### src/sv/base64_decoder_unit_defines.svh
// Assertion macros for the base64 decoder unit.
// Used by the top level; expects clk and rst_n in scope.
`ifndef BASE64_DECODER_UNIT_DEFINES_SVH
`define BASE64_DECODER_UNIT_DEFINES_SVH

// Same-cycle implication, checked out of reset.
`define B64D_ASSERT_IMPLY(lbl, ante, cons, msg) \
    lbl: assert property (@(posedge clk) disable iff (!rst_n) (ante) |-> (cons)) \
        else $error(msg);

// Next-cycle implication, checked out of reset.
`define B64D_ASSERT_NEXT(lbl, ante, cons, msg) \
    lbl: assert property (@(posedge clk) disable iff (!rst_n) (ante) |=> (cons)) \
        else $error(msg);

`endif

### src/sv/b64d_pkg.sv
// Shared types, constants and the alphabet lookup of the base64 decoder.
// No dependencies.
package b64d_pkg;

    localparam logic [7:0] CHAR_UPPER_A = 8'h41;
    localparam logic [7:0] CHAR_UPPER_Z = 8'h5a;
    localparam logic [7:0] CHAR_LOWER_A = 8'h61;
    localparam logic [7:0] CHAR_LOWER_Z = 8'h7a;
    localparam logic [7:0] CHAR_DIGIT_0 = 8'h30;
    localparam logic [7:0] CHAR_DIGIT_9 = 8'h39;
    localparam logic [7:0] CHAR_PLUS    = 8'h2b;
    localparam logic [7:0] CHAR_SLASH   = 8'h2f;
    localparam logic [7:0] CHAR_PAD     = 8'h3d;

    localparam logic [5:0] SEXTET_PLUS  = 6'd62;
    localparam logic [5:0] SEXTET_SLASH = 6'd63;
    localparam logic [5:0] LOWER_BASE   = 6'd26;
    localparam logic [5:0] DIGIT_BASE   = 6'd52;

    localparam logic [1:0] POS_LAST = 2'd3;

    typedef struct packed {
        logic       missing;
        logic [5:0] value;
    } sextet_t;

    typedef struct packed {
        logic [7:0] byte0;
        logic [7:0] byte1;
        logic [7:0] byte2;
        logic [1:0] num_bytes;
        logic       message_end;
    } group_t;

    function automatic sextet_t sextet_of(input logic [7:0] ch);
        sextet_t s;
        logic [7:0] d;
        s.missing = 1'b0;
        s.value   = 6'd0;
        d         = 8'd0;
        if (ch >= CHAR_UPPER_A && ch <= CHAR_UPPER_Z)
        begin
            d       = ch - CHAR_UPPER_A;
            s.value = d[5:0];
        end
        else if (ch >= CHAR_LOWER_A && ch <= CHAR_LOWER_Z)
        begin
            d       = ch - CHAR_LOWER_A;
            s.value = d[5:0] + LOWER_BASE;
        end
        else if (ch >= CHAR_DIGIT_0 && ch <= CHAR_DIGIT_9)
        begin
            d       = ch - CHAR_DIGIT_0;
            s.value = d[5:0] + DIGIT_BASE;
        end
        else if (ch == CHAR_PLUS)
        begin
            s.value = SEXTET_PLUS;
        end
        else if (ch == CHAR_SLASH)
        begin
            s.value = SEXTET_SLASH;
        end
        else
        begin
            s.missing = 1'b1;
        end
        return s;
    endfunction

endpackage

### src/sv/b64d_if.sv
// Channel interfaces of the base64 decoder: character input and byte output.
// No dependencies.
interface b64d_char_if;
    logic       valid;
    logic       ready;
    logic [7:0] char_code;
    logic       message_last;

    modport source (output valid, output char_code, output message_last, input ready);
    modport sink   (input valid, input char_code, input message_last, output ready);
endinterface

interface b64d_byte_if;
    logic       valid;
    logic       ready;
    logic [7:0] data_byte;
    logic       byte_valid;
    logic       run_last;
    logic       message_end;

    modport source (output valid, output data_byte, output byte_valid,
                    output run_last, output message_end, input ready);
    modport sink   (input valid, input data_byte, input byte_valid,
                    input run_last, input message_end, output ready);
endinterface

### src/sv/base64_decoder_unit.sv
// Base64 decoder top level: front end, group queue, back end. Uses b64d_pkg, b64d_if.
// A result passes the group queue, then the output register. Throughput: one character per cycle
// in unless queue_full; one result per cycle out from the output register while byte_out is ready;
// a full group of four characters gives three results, so the queue absorbs end-of-message bursts.
// Reset: rst_n clears group state, queue pointers and output valid at once; decoder state
// also returns to its reset values after every message end.
`include "base64_decoder_unit_defines.svh"

module base64_decoder_unit
#(
    parameter int QUEUE_DEPTH = 4
)
(
    input  logic         clk,
    input  logic         rst_n,
    b64d_char_if.sink    char_in,
    b64d_byte_if.source  byte_out
);

    logic              push;
    logic              pop;
    logic              queue_full;
    logic              not_empty;
    logic              bare_push;
    b64d_pkg::group_t  push_data;
    b64d_pkg::group_t  head;

    b64d_front u_front
    (
        .clk        (clk),
        .rst_n      (rst_n),
        .char_in    (char_in),
        .queue_full (queue_full),
        .push       (push),
        .push_data  (push_data)
    );

    b64d_queue #(.DEPTH(QUEUE_DEPTH)) u_queue
    (
        .clk       (clk),
        .rst_n     (rst_n),
        .push      (push),
        .push_data (push_data),
        .pop       (pop),
        .head      (head),
        .full      (queue_full),
        .not_empty (not_empty)
    );

    b64d_back u_back
    (
        .clk       (clk),
        .rst_n     (rst_n),
        .head      (head),
        .not_empty (not_empty),
        .pop       (pop),
        .byte_out  (byte_out)
    );

    assign bare_push = push && (push_data.num_bytes == 2'd0);

    `B64D_ASSERT_IMPLY(a_no_overflow, push, !queue_full, "group pushed into full queue")
    `B64D_ASSERT_IMPLY(a_no_underflow, pop, not_empty, "group popped from empty queue")
    `B64D_ASSERT_IMPLY(a_bare_at_end, bare_push, push_data.message_end, "bare group mid message")
    `B64D_ASSERT_NEXT(a_pop_frees_slot, pop && !push, !queue_full, "queue still full after pop")

endmodule

### src/sv/b64d_front.sv
// Front end: accepts characters, tracks group state and builds byte groups.
// Depends on b64d_pkg and b64d_char_if.
module b64d_front
(
    input  logic              clk,
    input  logic              rst_n,
    b64d_char_if.sink         char_in,
    input  logic              queue_full,
    output logic              push,
    output b64d_pkg::group_t  push_data
);

    logic [1:0]        pos_reg;
    logic [1:0]        pos_next;
    logic [5:0]        held_reg [3];
    logic [5:0]        held_next [3];
    logic              stopped_reg;
    logic              stopped_next;
    logic              accept;
    logic              take;
    logic              complete;
    b64d_pkg::sextet_t sx;

    assign char_in.ready = !queue_full;
    assign accept        = char_in.valid && !queue_full;
    assign sx            = b64d_pkg::sextet_of(char_in.char_code);
    assign take          = !stopped_reg && !sx.missing;
    assign complete      = take && (pos_reg == b64d_pkg::POS_LAST);
    assign push          = accept && (complete || char_in.message_last);

    always_comb
    begin
        held_next    = held_reg;
        pos_next     = pos_reg;
        stopped_next = stopped_reg || sx.missing;
        if (complete)
        begin
            pos_next = 2'd0;
        end
        else if (take)
        begin
            held_next[pos_reg] = sx.value;
            pos_next           = pos_reg + 2'd1;
        end
    end

    always_comb
    begin
        push_data.message_end = char_in.message_last;
        if (complete)
        begin
            push_data.byte0     = {held_reg[0], held_reg[1][5:4]};
            push_data.byte1     = {held_reg[1][3:0], held_reg[2][5:2]};
            push_data.byte2     = {held_reg[2][1:0], sx.value};
            push_data.num_bytes = 2'd3;
        end
        else
        begin
            push_data.byte0     = {held_next[0], held_next[1][5:4]};
            push_data.byte1     = {held_next[1][3:0], held_next[2][5:2]};
            push_data.byte2     = 8'd0;
            push_data.num_bytes = (pos_next >= 2'd2) ? (pos_next - 2'd1) : 2'd0;
        end
    end

    always_ff @(posedge clk or negedge rst_n)
    begin
        if (!rst_n)
        begin
            pos_reg     <= 2'd0;
            stopped_reg <= 1'b0;
            held_reg    <= '{default: 6'd0};
        end
        else if (accept)
        begin
            if (char_in.message_last)
            begin
                pos_reg     <= 2'd0;
                stopped_reg <= 1'b0;
                held_reg    <= '{default: 6'd0};
            end
            else
            begin
                pos_reg     <= pos_next;
                stopped_reg <= stopped_next;
                held_reg    <= held_next;
            end
        end
    end

endmodule

### src/sv/b64d_queue.sv
// Short queue of byte groups between front and back end.
// Depends on b64d_pkg.
module b64d_queue
#(
    parameter int DEPTH = 4
)
(
    input  logic              clk,
    input  logic              rst_n,
    input  logic              push,
    input  b64d_pkg::group_t  push_data,
    input  logic              pop,
    output b64d_pkg::group_t  head,
    output logic              full,
    output logic              not_empty
);

    localparam int PTR_W = (DEPTH > 1) ? $clog2(DEPTH) : 1;
    localparam int CNT_W = $clog2(DEPTH + 1);
    localparam logic [PTR_W-1:0] PTR_MAX = PTR_W'(DEPTH - 1);
    localparam logic [CNT_W-1:0] CNT_MAX = CNT_W'(DEPTH);

    b64d_pkg::group_t  mem [DEPTH];
    logic [PTR_W-1:0]  wr_ptr_reg;
    logic [PTR_W-1:0]  rd_ptr_reg;
    logic [CNT_W-1:0]  count_reg;

    assign head      = mem[rd_ptr_reg];
    assign full      = (count_reg == CNT_MAX);
    assign not_empty = (count_reg != '0);

    always_ff @(posedge clk)
    begin
        if (push)
        begin
            mem[wr_ptr_reg] <= push_data;
        end
    end

    always_ff @(posedge clk or negedge rst_n)
    begin
        if (!rst_n)
        begin
            wr_ptr_reg <= '0;
            rd_ptr_reg <= '0;
            count_reg  <= '0;
        end
        else
        begin
            if (push)
            begin
                wr_ptr_reg <= (wr_ptr_reg == PTR_MAX) ? '0 : wr_ptr_reg + 1'b1;
            end
            if (pop)
            begin
                rd_ptr_reg <= (rd_ptr_reg == PTR_MAX) ? '0 : rd_ptr_reg + 1'b1;
            end
            if (push && !pop)
            begin
                count_reg <= count_reg + 1'b1;
            end
            else if (pop && !push)
            begin
                count_reg <= count_reg - 1'b1;
            end
        end
    end

endmodule

### src/sv/b64d_back.sv
// Back end: splits each byte group into result items behind an output register.
// Depends on b64d_pkg and b64d_byte_if.
module b64d_back
(
    input  logic              clk,
    input  logic              rst_n,
    input  b64d_pkg::group_t  head,
    input  logic              not_empty,
    output logic              pop,
    b64d_byte_if.source       byte_out
);

    logic [1:0] idx_reg;
    logic       out_valid_reg;
    logic [7:0] data_reg;
    logic       byte_valid_reg;
    logic       run_last_reg;
    logic       message_end_reg;
    logic       load;
    logic       last_in_group;
    logic [7:0] sel_byte;

    assign last_in_group = (head.num_bytes == 2'd0) || (idx_reg == head.num_bytes - 2'd1);
    assign load          = not_empty && (!out_valid_reg || byte_out.ready);
    assign pop           = load && last_in_group;

    always_comb
    begin
        case (idx_reg)
            2'd0:    sel_byte = head.byte0;
            2'd1:    sel_byte = head.byte1;
            default: sel_byte = head.byte2;
        endcase
        if (head.num_bytes == 2'd0)
        begin
            sel_byte = 8'd0;
        end
    end

    assign byte_out.valid       = out_valid_reg;
    assign byte_out.data_byte   = data_reg;
    assign byte_out.byte_valid  = byte_valid_reg;
    assign byte_out.run_last    = run_last_reg;
    assign byte_out.message_end = message_end_reg;

    always_ff @(posedge clk)
    begin
        if (load)
        begin
            data_reg        <= sel_byte;
            byte_valid_reg  <= (head.num_bytes != 2'd0);
            run_last_reg    <= last_in_group;
            message_end_reg <= head.message_end && last_in_group;
        end
    end

    always_ff @(posedge clk or negedge rst_n)
    begin
        if (!rst_n)
        begin
            idx_reg       <= 2'd0;
            out_valid_reg <= 1'b0;
        end
        else
        begin
            if (load)
            begin
                out_valid_reg <= 1'b1;
                idx_reg       <= last_in_group ? 2'd0 : idx_reg + 2'd1;
            end
            else if (byte_out.ready)
            begin
                out_valid_reg <= 1'b0;
            end
        end
    end

endmodule

### src/flat_wrapper.sv
// flat-port wrapper written by rule: the top's interface ports become plain ports
module base64_decoder_unit_flat 
#(
    parameter int QUEUE_DEPTH = 4
)
  (clk, rst_n, char_in_valid, char_in_char_code, char_in_message_last, char_in_ready, byte_out_valid, byte_out_data_byte, byte_out_byte_valid, byte_out_run_last, byte_out_message_end, byte_out_ready);
  b64d_char_if char_in_i ();
  b64d_byte_if byte_out_i ();
  input  logic clk;
  input  logic rst_n;
  input wire logic [$bits(char_in_i.valid)-1:0] char_in_valid;
  input wire logic [$bits(char_in_i.char_code)-1:0] char_in_char_code;
  input wire logic [$bits(char_in_i.message_last)-1:0] char_in_message_last;
  output wire logic [$bits(char_in_i.ready)-1:0] char_in_ready;
  output wire logic [$bits(byte_out_i.valid)-1:0] byte_out_valid;
  output wire logic [$bits(byte_out_i.data_byte)-1:0] byte_out_data_byte;
  output wire logic [$bits(byte_out_i.byte_valid)-1:0] byte_out_byte_valid;
  output wire logic [$bits(byte_out_i.run_last)-1:0] byte_out_run_last;
  output wire logic [$bits(byte_out_i.message_end)-1:0] byte_out_message_end;
  input wire logic [$bits(byte_out_i.ready)-1:0] byte_out_ready;
  assign char_in_i.valid = char_in_valid;
  assign char_in_i.char_code = char_in_char_code;
  assign char_in_i.message_last = char_in_message_last;
  assign char_in_ready = char_in_i.ready;
  assign byte_out_valid = byte_out_i.valid;
  assign byte_out_data_byte = byte_out_i.data_byte;
  assign byte_out_byte_valid = byte_out_i.byte_valid;
  assign byte_out_run_last = byte_out_i.run_last;
  assign byte_out_message_end = byte_out_i.message_end;
  assign byte_out_i.ready = byte_out_ready;
  base64_decoder_unit #(.QUEUE_DEPTH(QUEUE_DEPTH)) u_core (.clk(clk), .rst_n(rst_n), .char_in(char_in_i), .byte_out(byte_out_i));
endmodule
### config.mk
export PLATFORM = sky130hd
export DESIGN_NAME = base64_decoder_unit_flat
export DESIGN_NICKNAME = d
export VERILOG_FILES = /design/src/sv/b64d_pkg.sv /design/src/sv/b64d_if.sv /design/src/sv/base64_decoder_unit.sv /design/src/sv/b64d_front.sv /design/src/sv/b64d_queue.sv /design/src/sv/b64d_back.sv /design/src/flat_wrapper.sv
export VERILOG_INCLUDE_DIRS = /design/src /design/src/sv
export SDC_FILE = /design/constraint.sdc
export NUM_CORES = 1
export LEC_CHECK = 0
export BUFFER_PORTS_ARGS = -buffer_cell sky130_fd_sc_hd__buf_2
export CORE_MARGIN = 1.5
export CORE_UTILIZATION = 50
export DETAILED_ROUTE_END_ITERATION = 10
export MAX_ROUTING_LAYER = met4
export PLACE_DENSITY = 0.67
export SETUP_SLACK_MARGIN = 0.4
export SYNTH_ARGS = -nofsm -noshare
export SYNTH_HDL_FRONTEND = slang
export SYNTH_SLANG_ARGS = --single-unit
### constraint.sdc
create_clock -name clk -period 4.65 [get_ports clk]
set_input_delay 0.93 -clock clk [delete_from_list [all_inputs] [get_ports clk]]
set_output_delay 0.93 -clock clk [all_outputs]
set_load 0.02 [all_outputs]
==> results.sh, run 1 <==
export IMPL_status="completed"
export IMPL_setup_violations=0
export IMPL_cpPeakStageDelay_ns=0.45
export IMPL_synth_edf_count=119
export IMPL_path_class="input port to register"
export IMPL_grt_first_pass_wirelength_microns=21530
export IMPL_synth_top_area_share_pct=53.20
export IMPL_avgRoutedWirePerCell_microns=19.32
export IMPL_dp_hpwl_microns=8981
export IMPL_port_buffers=25
export IMPL_fin_util_pct=57.99
export IMPL_numCtsBuffers=17
export IMPL_syn_area_sq_um=6716
export IMPL_tns_ns=0
export IMPL_fp_coreArea_sq_um=13190
export IMPL_overflow=0
export IMPL_hold_path_class="register to register"
export IMPL_die_y_microns=118.9
export IMPL_cpMaxStageDelayCell="a211oi_4"
export IMPL_largest_reg_flops=108
export IMPL_cap_viol_max_count=0
export IMPL_cts_sinks=150
export IMPL_hold_buffers=0
export IMPL_cp_required_ns=4.98
export IMPL_hold_path_endpoint="u_core.u_front.held_reg[0]"
export IMPL_yosys_area_share_simple_pct=7.787
export IMPL_use_met1_pct=27.65
export IMPL_syn_avg_cell_area_sq_um=14.29
export IMPL_arrival_ns=4.25
export IMPL_yosys_top_cells_area="edfxtp_1 53%, dfrtp_1 12%, mux4_2 9.1%, ha_1 3.9%, nand2_1 3.4%"
export IMPL_cts_tree="done"
export IMPL_area_growth_pct=13.88
export IMPL_syn_inst=470
export IMPL_syn_nets=505
export IMPL_grt_pass1_vias=3997
export IMPL_yosysSeqAreaShare_pct=64.75
export IMPL_synth_flop_cell="edfxtp_1"
export IMPL_fillers=1062
export IMPL_cpMostUsedCell="inv_1"
export IMPL_hold_start="u_core.u_front.held_reg[0]"
export IMPL_insertion_delay_ns=0.42
export IMPL_root_buffer="clkbuf_16"
export IMPL_viasPerCell=5.727
export IMPL_tightest_slew_ns=0.8154
export IMPL_reg2reg_from="u_core.u_queue.rd_ptr_reg[1]"
export IMPL_final_setup_skew_ns=0.01001
export IMPL_grt_usage_pct=21.23
export IMPL_fin_nets=545
export IMPL_num_vias=4003
export IMPL_min_period_over_period_pct=84.18
export IMPL_relSlewSlack_pct=45.18
export IMPL_synth_compound_area_share_pct=10.32
export IMPL_register_area_sq_um=4350
export IMPL_post_cts_buffers=0
export IMPL_yosys_area_top_type="edfxtp_1"
export IMPL_endpoint_kind="register"
export IMPL_synthMuxAreaShare_pct=10.02
export IMPL_dp_cells=667
export IMPL_dieArea_sq_um=14140
export IMPL_hold_viol_final=0
export IMPL_synth_xor_xnor_area_share_pct=0.6520
export IMPL_yosysMostFrequentCell="edfxtp_1"
export IMPL_antenna_cells=0
export IMPL_grt_use_met2_pct=33.50
export IMPL_pin_count=26
export IMPL_path_cells="buf_2 -> inv_1 -> ha_1 -> nor4bb_1 -> or3b_1 -> a211oi_4 -> o21ai_2 -> a21o_1 -> inv_1 -> ha_1 -> inv_1 -> fa_1 -> xor2_1 -> nor2_1 -> xor2_1"
export IMPL_rr_worst_depth=11
export IMPL_antenna_found_initial=0
export IMPL_firstDrtPassIters=4
export IMPL_path_max_fanout=10
export IMPL_antenna_left=0
export IMPL_grt_max_degree=32
export IMPL_min_period_ns=3.914
export IMPL_async_flop_share_pct=20.67
export IMPL_busiest_layer="met2"
export IMPL_final_layout_size_suffix_gt1_share_pct=19.12
export IMPL_holdWs_ns=0.4758
export IMPL_regToRegEndpoint="u_core.u_queue.count_reg[1]"
export IMPL_stdcell_count=699
export IMPL_r2r_setup_slack_ns=1.24
export IMPL_initial_core_util_pct=50.92
export IMPL_hold_path_depth=2
export IMPL_synth_adder_area_share_pct=4.210
export IMPL_power_density_nw_per_um2=560.8
export IMPL_core_rowCount=42
export IMPL_drt_first_iter_violations=428
export IMPL_cts_max_path_buffers=2
export IMPL_use_met3_pct=4.885
export IMPL_cts_resized=0
export IMPL_p_leak_nw=2.784
export IMPL_ys_ff_latch=150
export IMPL_fmaxAchievable_mhz=255.5
export IMPL_gp_congestion=0.8456
export IMPL_maxSlewViolCount=0
export IMPL_multi_input_area_sq_um=2226
export IMPL_cts_htree_levels=4
export IMPL_routed_wl_microns=13510
export IMPL_die_w_microns=118.9
export IMPL_drc=0
export IMPL_synth_top_family_by_area="compound AO/OA/AOI/OAI gates"
export IMPL_path_clk_slew_ns=0.06
export IMPL_synth_cell_types=52
export IMPL_ir_drop_v=0.0003043
export IMPL_rsz0062_at_grt="no"
export IMPL_netlist_top_cells_count="119 x edfxtp_1, 61 x nand2_1, 31 x dfrtp_1"
export IMPL_startpoint_type="input port"
export IMPL_synth_warning_count=0
power breakdown:
group	total, mW	switching (mW)	leakage [nW]	internal [mW]
Sequential	1.80	0.0879	1.51	1.71
Clock	1.29	0.502	0.264	0.788
Combinational	1.20	0.698	1.00	0.504
cell type report:
type | instances | share of cell area, %
flip-flops and latches | 150 | 56.88
multi-input cells | 281 | 29.10
clock buffers | 24 | 5.905
well taps | 176 | 2.879
repair buffers | 37 | 2.814
clock inverters | 8 | 1.292
inverters | 23 | 1.129
layout by cell type, fill, tap and decap left out, drive strengths merged, types with 2 or more instances in the layout:
master,Yosys,layout
mux2,4,4
xnor2,3,3
bufinv,0,2
edfxtp,119,119
mux2i,2,2
buf,7,37
or3b,2,2
nand2b,4,4
and3,4,4
nor2b,3,3
xor2,2,2
o21ai,28,28
clkbuf,9,24
a311oi,3,3
a211o,3,3
o21a,2,2
nor2,26,26
mux4,27,27
dfrtp,31,31
o31ai,16,16
o211ai,2,2
nand2,61,61
a22oi,8,8
nor3,4,4
ha,21,21
nand3,6,6
nor4bb,2,2
a211oi,3,3
a21oi,24,24
clkinv,0,4
a21o,6,6
inv,23,24
metrics by stage:
stage / area [sq um] / power [mW] / setup slack [ns]
2_1_floorplan: 6716 / 2.697 / 0.4546
5_1_grt: 7649 / 4.526 / 0.5084
6_report: 7649 / 4.290 / 0.7357
3_3_place_gp: 7098 / 3.013 / 0.4165
3_5_place_dp: 7098 / 3.050 / 0.3237
4_1_cts: 7649 / 4.337 / 0.7477
worst max-delay path by stage:
stage          slack, ns                     endpoint                  from  depth (start not counted)
4_1_cts             0.75  u_core.u_queue.count_reg[2]  char_in_char_code[2]                         15
6_report            0.74  u_core.u_queue.count_reg[2]  char_in_char_code[2]                         15
3_3_place_gp        0.42  u_core.u_queue.count_reg[2]  char_in_char_code[2]                         15
3_5_place_dp        0.32  u_core.u_queue.count_reg[2]  char_in_char_code[2]                         15
5_1_grt             0.51  u_core.u_queue.count_reg[2]  char_in_char_code[2]                         15
2_1_floorplan       0.45     u_core.u_queue.mem[3][0]  char_in_char_code[0]                          8
cells by family after synthesis:
logic type,count (synthesis)
adder cells (fa/ha/maj),22
flip-flops,150
AND/OR/NAND/NOR,117
AO/OA/AOI/OAI,104
multiplexers,33
XOR/XNOR,5
buffers and inverters,39
worst max-delay path, delay by kind of cell:
family          cells  cell delay [ns]
simple gates        3             0.71
fa+ha+maj           3             0.79
compound gates      3             1.01
buf+inv             4             0.48
xor+xnor            2             0.33
metal layers:
layer / routed length, microns / share of wire [%] / up-vias
met5: 0 / 0 / -
met4: 233 / 1.7 / 0
met3: 524 / 3.9 / 19
met2: 6571 / 49 / 105
met1: 6180 / 46 / 2007
li1: - / - / 1872
Power figures use the tool's default switching activity.
==> run 2, diff against run 1 <==
==> constraint.sdc (replaced) <==
create_clock -name clk -period 4.05 [get_ports clk]
set_input_delay 0.81 -clock clk [delete_from_list [all_inputs] [get_ports clk]]
set_output_delay 0.81 -clock clk [all_outputs]
set_load 0.02 [all_outputs]
==> results.sh, run 2 (same netlist as run 1, synthesis figures left out) <==
export IMPL_cts_sinks=150
export IMPL_endpoint_kind="register"
export IMPL_final_setup_skew_ns=0.006426
export IMPL_die_w_microns=118.9
export IMPL_p_leak_nw=2.836
export IMPL_power_density_nw_per_um2=644.0
export IMPL_post_place_ws_ns=0.3547
export IMPL_overflow=0
export IMPL_fin_util_pct=58.93
export IMPL_firstDrtPassIters=5
export IMPL_final_common_cell="edfxtp_1"
export IMPL_post_cts_buffers=0
export IMPL_initial_core_util_pct=50.92
export IMPL_cp_required_ns=4.40
export IMPL_path_class="input port to register"
export IMPL_startpoint_type="input port"
export IMPL_drt_first_iter_violations=373
export IMPL_numCtsBuffers=17
export IMPL_hold_viol_final=0
export IMPL_root_buffer="clkbuf_16"
export IMPL_fmaxAchievable_mhz=306.9
export IMPL_dp_cells=675
export IMPL_final_area_sq_um=7772
export IMPL_min_period_ns=3.258
export IMPL_status="completed"
export IMPL_path_clk_slew_ns=0.06
export IMPL_grt_usage_pct=22.49
export IMPL_cts_resized=0
export IMPL_path_cells="buf_2 -> inv_1 -> ha_1 -> nor4bb_1 -> or3b_1 -> a211oi_4 -> o21ai_2 -> a21o_1 -> inv_1 -> ha_1 -> inv_1 -> fa_1 -> xor2_1 -> nor2_1 -> xor2_1"
export IMPL_cpPeakStageDelay_ns=0.43
export IMPL_fin_ws_ns=0.7916
export IMPL_routed_wl_microns=14230
export IMPL_antenna_found_initial=0
export IMPL_dp_hpwl_microns=9154
export IMPL_cap_viol_max_count=0
export IMPL_ir_drop_v=0.0003841
export IMPL_drc=0
export IMPL_grt_max_degree=32
export IMPL_avgRoutedWirePerCell_microns=20.13
export IMPL_stdcell_count=707
export IMPL_fin_nets=553
export IMPL_grt_first_pass_wirelength_microns=22750
export IMPL_hold_buffers=0
export IMPL_antenna_left=0
export IMPL_rsz0062_at_grt="no"
export IMPL_cpMaxStageDelayCell="or3b_1"
export IMPL_final_layout_size_suffix_gt1_share_pct=21.09
export IMPL_dieArea_sq_um=14140
export IMPL_core_rowCount=42
export IMPL_port_buffers=25
export IMPL_cts_htree_levels=4
export IMPL_maxSlewViolCount=0
export IMPL_hold_path_class="input port to async pin"
export IMPL_num_vias=4090
export IMPL_placed_cell_area_sq_um=7208
export IMPL_relSlewSlack_pct=47.09
export IMPL_die_y_microns=118.9
export IMPL_cts_tree="done"
export IMPL_gp_congestion=0.8576
export IMPL_power_mw=5.006
export IMPL_layout_common_cells="119 x edfxtp_1, 61 x nand2_1, 30 x dfrtp_1"
export IMPL_grt_pass1_vias=4146
export IMPL_insertion_delay_ns=0.42
export IMPL_cpMostUsedCell="inv_1"
export IMPL_cp_top_family="adder cells"
export IMPL_min_period_over_period_pct=80.45
export IMPL_viasPerCell=5.785
export IMPL_crit_buf_inv=4
export IMPL_tightest_slew_ns=0.7907
export IMPL_area_growth_pct=15.72
export IMPL_path_max_fanout=10
export IMPL_arrival_ns=3.60
export IMPL_setup_violations=0
export IMPL_fp_coreArea_sq_um=13190
export IMPL_cts_max_path_buffers=2
export IMPL_antenna_cells=0
export IMPL_largest_reg_flops=108
export IMPL_pin_count=26
## run 2: metrics by stage
stage                     hold slack, ns  TNS [ns]
after floorplan                   0.4408    -2.739
after CTS                         0.4527         0
final                             0.4368         0
after detailed placement          0.4648         0
after global placement            0.4587         0
after global routing              0.4941         0
## run 2: cell type report
cell class | instances | area [sq um]
well taps | 176 | 220.2
clock inverters | 13 | 131.4
multi-input cells | 281 | 2226
repair buffers | 45 | 325.3
fillers | 1037 | 5418
inverters | 23 | 86.33
clock buffers | 19 | 432.9
flip-flops and latches | 150 | 4350
## run 2: worst paths after layout
kind | startpoint | endpoint | slack [ns] | cells after the start
setup / recovery | char_in_char_code[2] | u_core.u_queue.count_reg[2] | 0.79 | 15
min in group clk | u_core.u_front.held_reg[15] | u_core.u_front.held_reg[15] | 0.48 | 2
setup reg to reg | u_core.u_queue.rd_ptr_reg[0] | u_core.u_queue.count_reg[1] | 0.85 | 10
hold reg to reg | u_core.u_front.held_reg[15] | u_core.u_front.held_reg[15] | 0.48 | 2
hold / removal | rst_n | u_core.u_back.byte_out.valid | 0.44 | 1
max in group asynchronous | rst_n | u_core.u_queue.rd_ptr_reg[0] | 3.11 | 1
## run 2: report_power, final
group / total [mW] / internal [mW] / switching (mW)
Clock: 1.50 / 0.902 / 0.603
Sequential: 2.06 / 1.96 / 0.103
Combinational: 1.44 / 0.601 / 0.836
## run 2: worst register-to-register path, cell delays in order, from the launching register on
cell and delay [ns]:
dfrtp_2 0.40, mux4_2 0.56, inv_1 0.09, ha_1 0.23, xnor2_1 0.13, o21ai_0 0.37
nand2_1 0.27, ha_1 0.29, inv_1 0.07, fa_1 0.40, mux2_2 0.27
## run 2: layer usage
metal / wire length, microns / track usage, % / up-vias
li1: - / - / 1889
met1: 6094 / 28.39 / 2050
met2: 7162 / 35.65 / 124
met3: 651 / 4.693 / 27
met4: 325 / 9.789 / 0
met5: 0 / - / -
==> run 3, diff against run 2 <==
--- a/config.mk
+++ b/config.mk
@@ -6,12 +6,13 @@
 export SDC_FILE = /design/constraint.sdc
 export NUM_CORES = 1
 export LEC_CHECK = 0
+export ABC_AREA = 1
 export BUFFER_PORTS_ARGS = -buffer_cell sky130_fd_sc_hd__buf_2
 export CORE_MARGIN = 1.5
 export CORE_UTILIZATION = 50
 export DETAILED_ROUTE_END_ITERATION = 10
 export MAX_ROUTING_LAYER = met4
-export PLACE_DENSITY = 0.67
+export PLACE_DENSITY = 0.69
 export SETUP_SLACK_MARGIN = 0.4
 export SYNTH_ARGS = -nofsm -noshare
 export SYNTH_HDL_FRONTEND = slang
==> constraint.sdc (replaced) <==
create_clock -name clk -period 2.6 [get_ports clk]
set_input_delay 0.52 -clock clk [delete_from_list [all_inputs] [get_ports clk]]
set_output_delay 0.52 -clock clk [all_outputs]
set_load 0.02 [all_outputs]
==> results.sh, run 3 <==
export IMPL_holdWs_ns=0.1661
export IMPL_final_layout_size_suffix_gt1_share_pct=19.88
export IMPL_antenna_found_initial=0
export IMPL_synth_warning_count=0
export IMPL_path_cells="clkinv_4 -> nand2_2 -> a32o_2 -> ha_4 -> xnor2_2 -> a21oi_1 -> o21ai_1 -> nand2_1 -> nand2_2 -> ha_4 -> inv_4 -> fa_2 -> a21oi_2 -> o21ai_1 -> xor2_1"
export IMPL_syn_nets=762
export IMPL_grt_pass1_vias=5285
export IMPL_cts_sinks=150
export IMPL_power_density_nw_per_um2=1102
export IMPL_grt_first_pass_wirelength_microns=26270
export IMPL_viasPerCell=5.376
export IMPL_register_area_sq_um=4350
export IMPL_synth_top_area_share_pct=49.93
export IMPL_fp_coreArea_sq_um=13930
export IMPL_setup_violations=2
export IMPL_cpPeakStageDelay_ns=0.45
export IMPL_cap_viol_max_count=0
export IMPL_path_max_fanout=6
export IMPL_maxSlewViolCount=0
export IMPL_synth_edf_count=119
export IMPL_layout_common_cells="170 x nand2_1, 119 x edfxtp_1, 76 x nor2_1"
export IMPL_cts_htree_levels=4
export IMPL_final_common_cell="nand2_1"
export IMPL_cts_max_path_buffers=2
export IMPL_hold_path_class="input port to async pin"
export IMPL_final_area_sq_um=8683
export IMPL_hold_viol_final=0
export IMPL_ir_drop_v=0.0007544
export IMPL_min_period_over_period_pct=101.6
export IMPL_min_period_ns=2.642
export IMPL_cts_tree="done"
export IMPL_antenna_left=0
export IMPL_netlist_top_cells_count="177 x nand2_1, 119 x edfxtp_1, 86 x nor2_1"
export IMPL_grt_usage_pct=24.15
export IMPL_async_flop_share_pct=20.67
export IMPL_die_w_microns=122.6
export IMPL_fmaxAchievable_mhz=378.5
export IMPL_drc=0
export IMPL_grt_max_degree=49
export IMPL_multi_input_area_sq_um=2589
export IMPL_initial_core_util_pct=51.36
export IMPL_p_leak_nw=3.735
export IMPL_violations="setup timing"
export IMPL_insertion_delay_ns=0.42
export IMPL_syn_area_sq_um=7157
export IMPL_post_place_ws_ns=-0.1282
export IMPL_drt_first_iter_violations=615
export IMPL_synth_cell_types=35
export IMPL_core_rowCount=43
export IMPL_routed_wl_microns=16400
export IMPL_stdcell_count=995
export IMPL_yosys_area_top_type="edfxtp_1"
export IMPL_pin_count=26
export IMPL_fin_ws_ns=-0.04183
export IMPL_syn_inst=727
export IMPL_avgRoutedWirePerCell_microns=16.48
export IMPL_cpMaxStageDelayCell="dfrtp_2"
export IMPL_fillers=1074
export IMPL_fin_util_pct=62.31
export IMPL_endpoint_kind="register"
export IMPL_yosysMostFrequentCell="nand2_1"
export IMPL_status="finished, violations left"
export IMPL_gp_congestion=0.8779
export IMPL_final_setup_skew_ns=0.007491
export IMPL_die_y_microns=122.6
export IMPL_largest_reg_flops=108
export IMPL_overflow=0
export IMPL_synth_flop_cell="edfxtp_1"
export IMPL_num_vias=5349
export IMPL_relSlewSlack_pct=46.59
export IMPL_numCtsBuffers=17
export IMPL_dieArea_sq_um=15040
export IMPL_startpoint_type="register"
export IMPL_dp_cells=953
export IMPL_cp_required_ns=2.90
export IMPL_path_clk_slew_ns=0.06
export IMPL_syn_avg_cell_area_sq_um=9.844
export IMPL_path_class="register to register"
export IMPL_antenna_cells=0
export IMPL_root_buffer="clkbuf_16"
export IMPL_tightest_slew_ns=0.8002
export IMPL_arrival_ns=2.94
export IMPL_port_buffers=25
export IMPL_area_growth_pct=21.33
export IMPL_fin_nets=837
export IMPL_yosys_top_cells_area="edfxtp_1 50%, dfrtp_1 11%, nand2_1 9.3%, nor2_1 4.5%, o21ai_0 4.5%"
export IMPL_placed_cell_area_sq_um=7895
export IMPL_dp_hpwl_microns=10540
export IMPL_yosysSeqAreaShare_pct=60.77
export IMPL_ys_ff_latch=150
export IMPL_rsz0062_at_grt="yes"
export IMPL_firstDrtPassIters=7
[run 3: changes by cell type after synthesis, moves of 5 or more]
cell | previous run | this run
clkbuf_1 | 9 | 18
inv_1 | 23 | 65
a22oi_1 | 8 | 0
nand2_1 | 61 | 177
o21ai_0 | 27 | 64
o22ai_1 | 1 | 24
and2_1 | 1 | 16
mux4_2 | 27 | 0
a21o_1 | 6 | 0
a21oi_1 | 24 | 12
nor2_1 | 26 | 86
nand2_2 | 0 | 5
nand3_1 | 6 | 48
o31ai_1 | 16 | 0
[run 3: worst paths after layout]
kind	startpoint	slack (ns)	end	cells past startpoint
worst min register to register	u_core.u_front.held_reg[12]	0.48	u_core.u_front.held_reg[12]	2
min in group clk	char_in_message_last	0.37	u_core.u_queue.mem[3][0]	1
worst max-delay path	u_core.u_queue.rd_ptr_reg[0]	-0.04	u_core.u_queue.count_reg[2]	15
worst min-delay path	rst_n	0.17	u_core.u_back.byte_out.valid	1
max in group asynchronous	rst_n	1.90	u_core.u_queue.rd_ptr_reg[0]	1
worst max register to register	u_core.u_queue.rd_ptr_reg[0]	-0.04	u_core.u_queue.count_reg[2]	15
[run 3: what timing repair did]
action	4_1_cts	5_1_grt
pin swaps	7	3
setup buffers	6	4
setup endpoints to repair	21	33
hold buffers	0	0
endpoints found under the hold margin	0	0
resized for setup	8	14
[run 3: per-layer routing]
metal / global-route usage [%] / share of wire, %
met5: - / 0
met4: 8.285 / 1.6
met3: 5.437 / 6.4
met2: 38.34 / 48
met1: 30.79 / 44
[run 3: cells by family (layout without fill, tap and decap cells)]
group | Yosys count | in the layout | synth area share, %
xor gates and xnor gates | 5 | 5 | 0.6120
DFF | 150 | 150 | 60.77
and+or+nand+nor | 349 | 349 | 21.36
AOI/OAI and AO/OA | 108 | 108 | 8.164
buffers and inverters | 93 | 181 | 5.140
adders and majority gates | 22 | 22 | 3.951
[run 3: metrics by stage]
step,power (mW),TNS [ns]
after floorplan,5.430,-0.2614
after global placement,6.310,-0.09644
after detailed placement,6.420,-0.1855
after CTS,9.339,0
after global routing,10.11,-0.3724
final,9.566,-0.04273
[run 3: area by class of cell]
class,instances,area share (%)
inverter,69,3.156
clock inverter,10,1.931
timing repair buffer,80,6.945
tap,180,2.594
sequential,150,50.10
multi-input combinational,484,29.81
clock buffer,22,5.461
[run 3: critical path: cells and delay by family (launching register included)]
family | cells | cell delay (ns)
adder cells (fa/ha/maj) | 3 | 0.78
AO/OA/AOI/OAI | 5 | 0.62
flip-flops | 1 | 0.45
AND/OR/NAND/NOR | 3 | 0.30
XOR/XNOR | 2 | 0.25
buffers and inverters | 2 | 0.11
[run 3: power breakdown]
group | switching, mW | leakage (nW) | internal, mW
Combinational | 2.22 | 1.89 | 1.44
Clock | 0.945 | 0.311 | 1.69
Sequential | 0.156 | 1.54 | 3.11
Total | 3.32 | 3.74 | 6.24
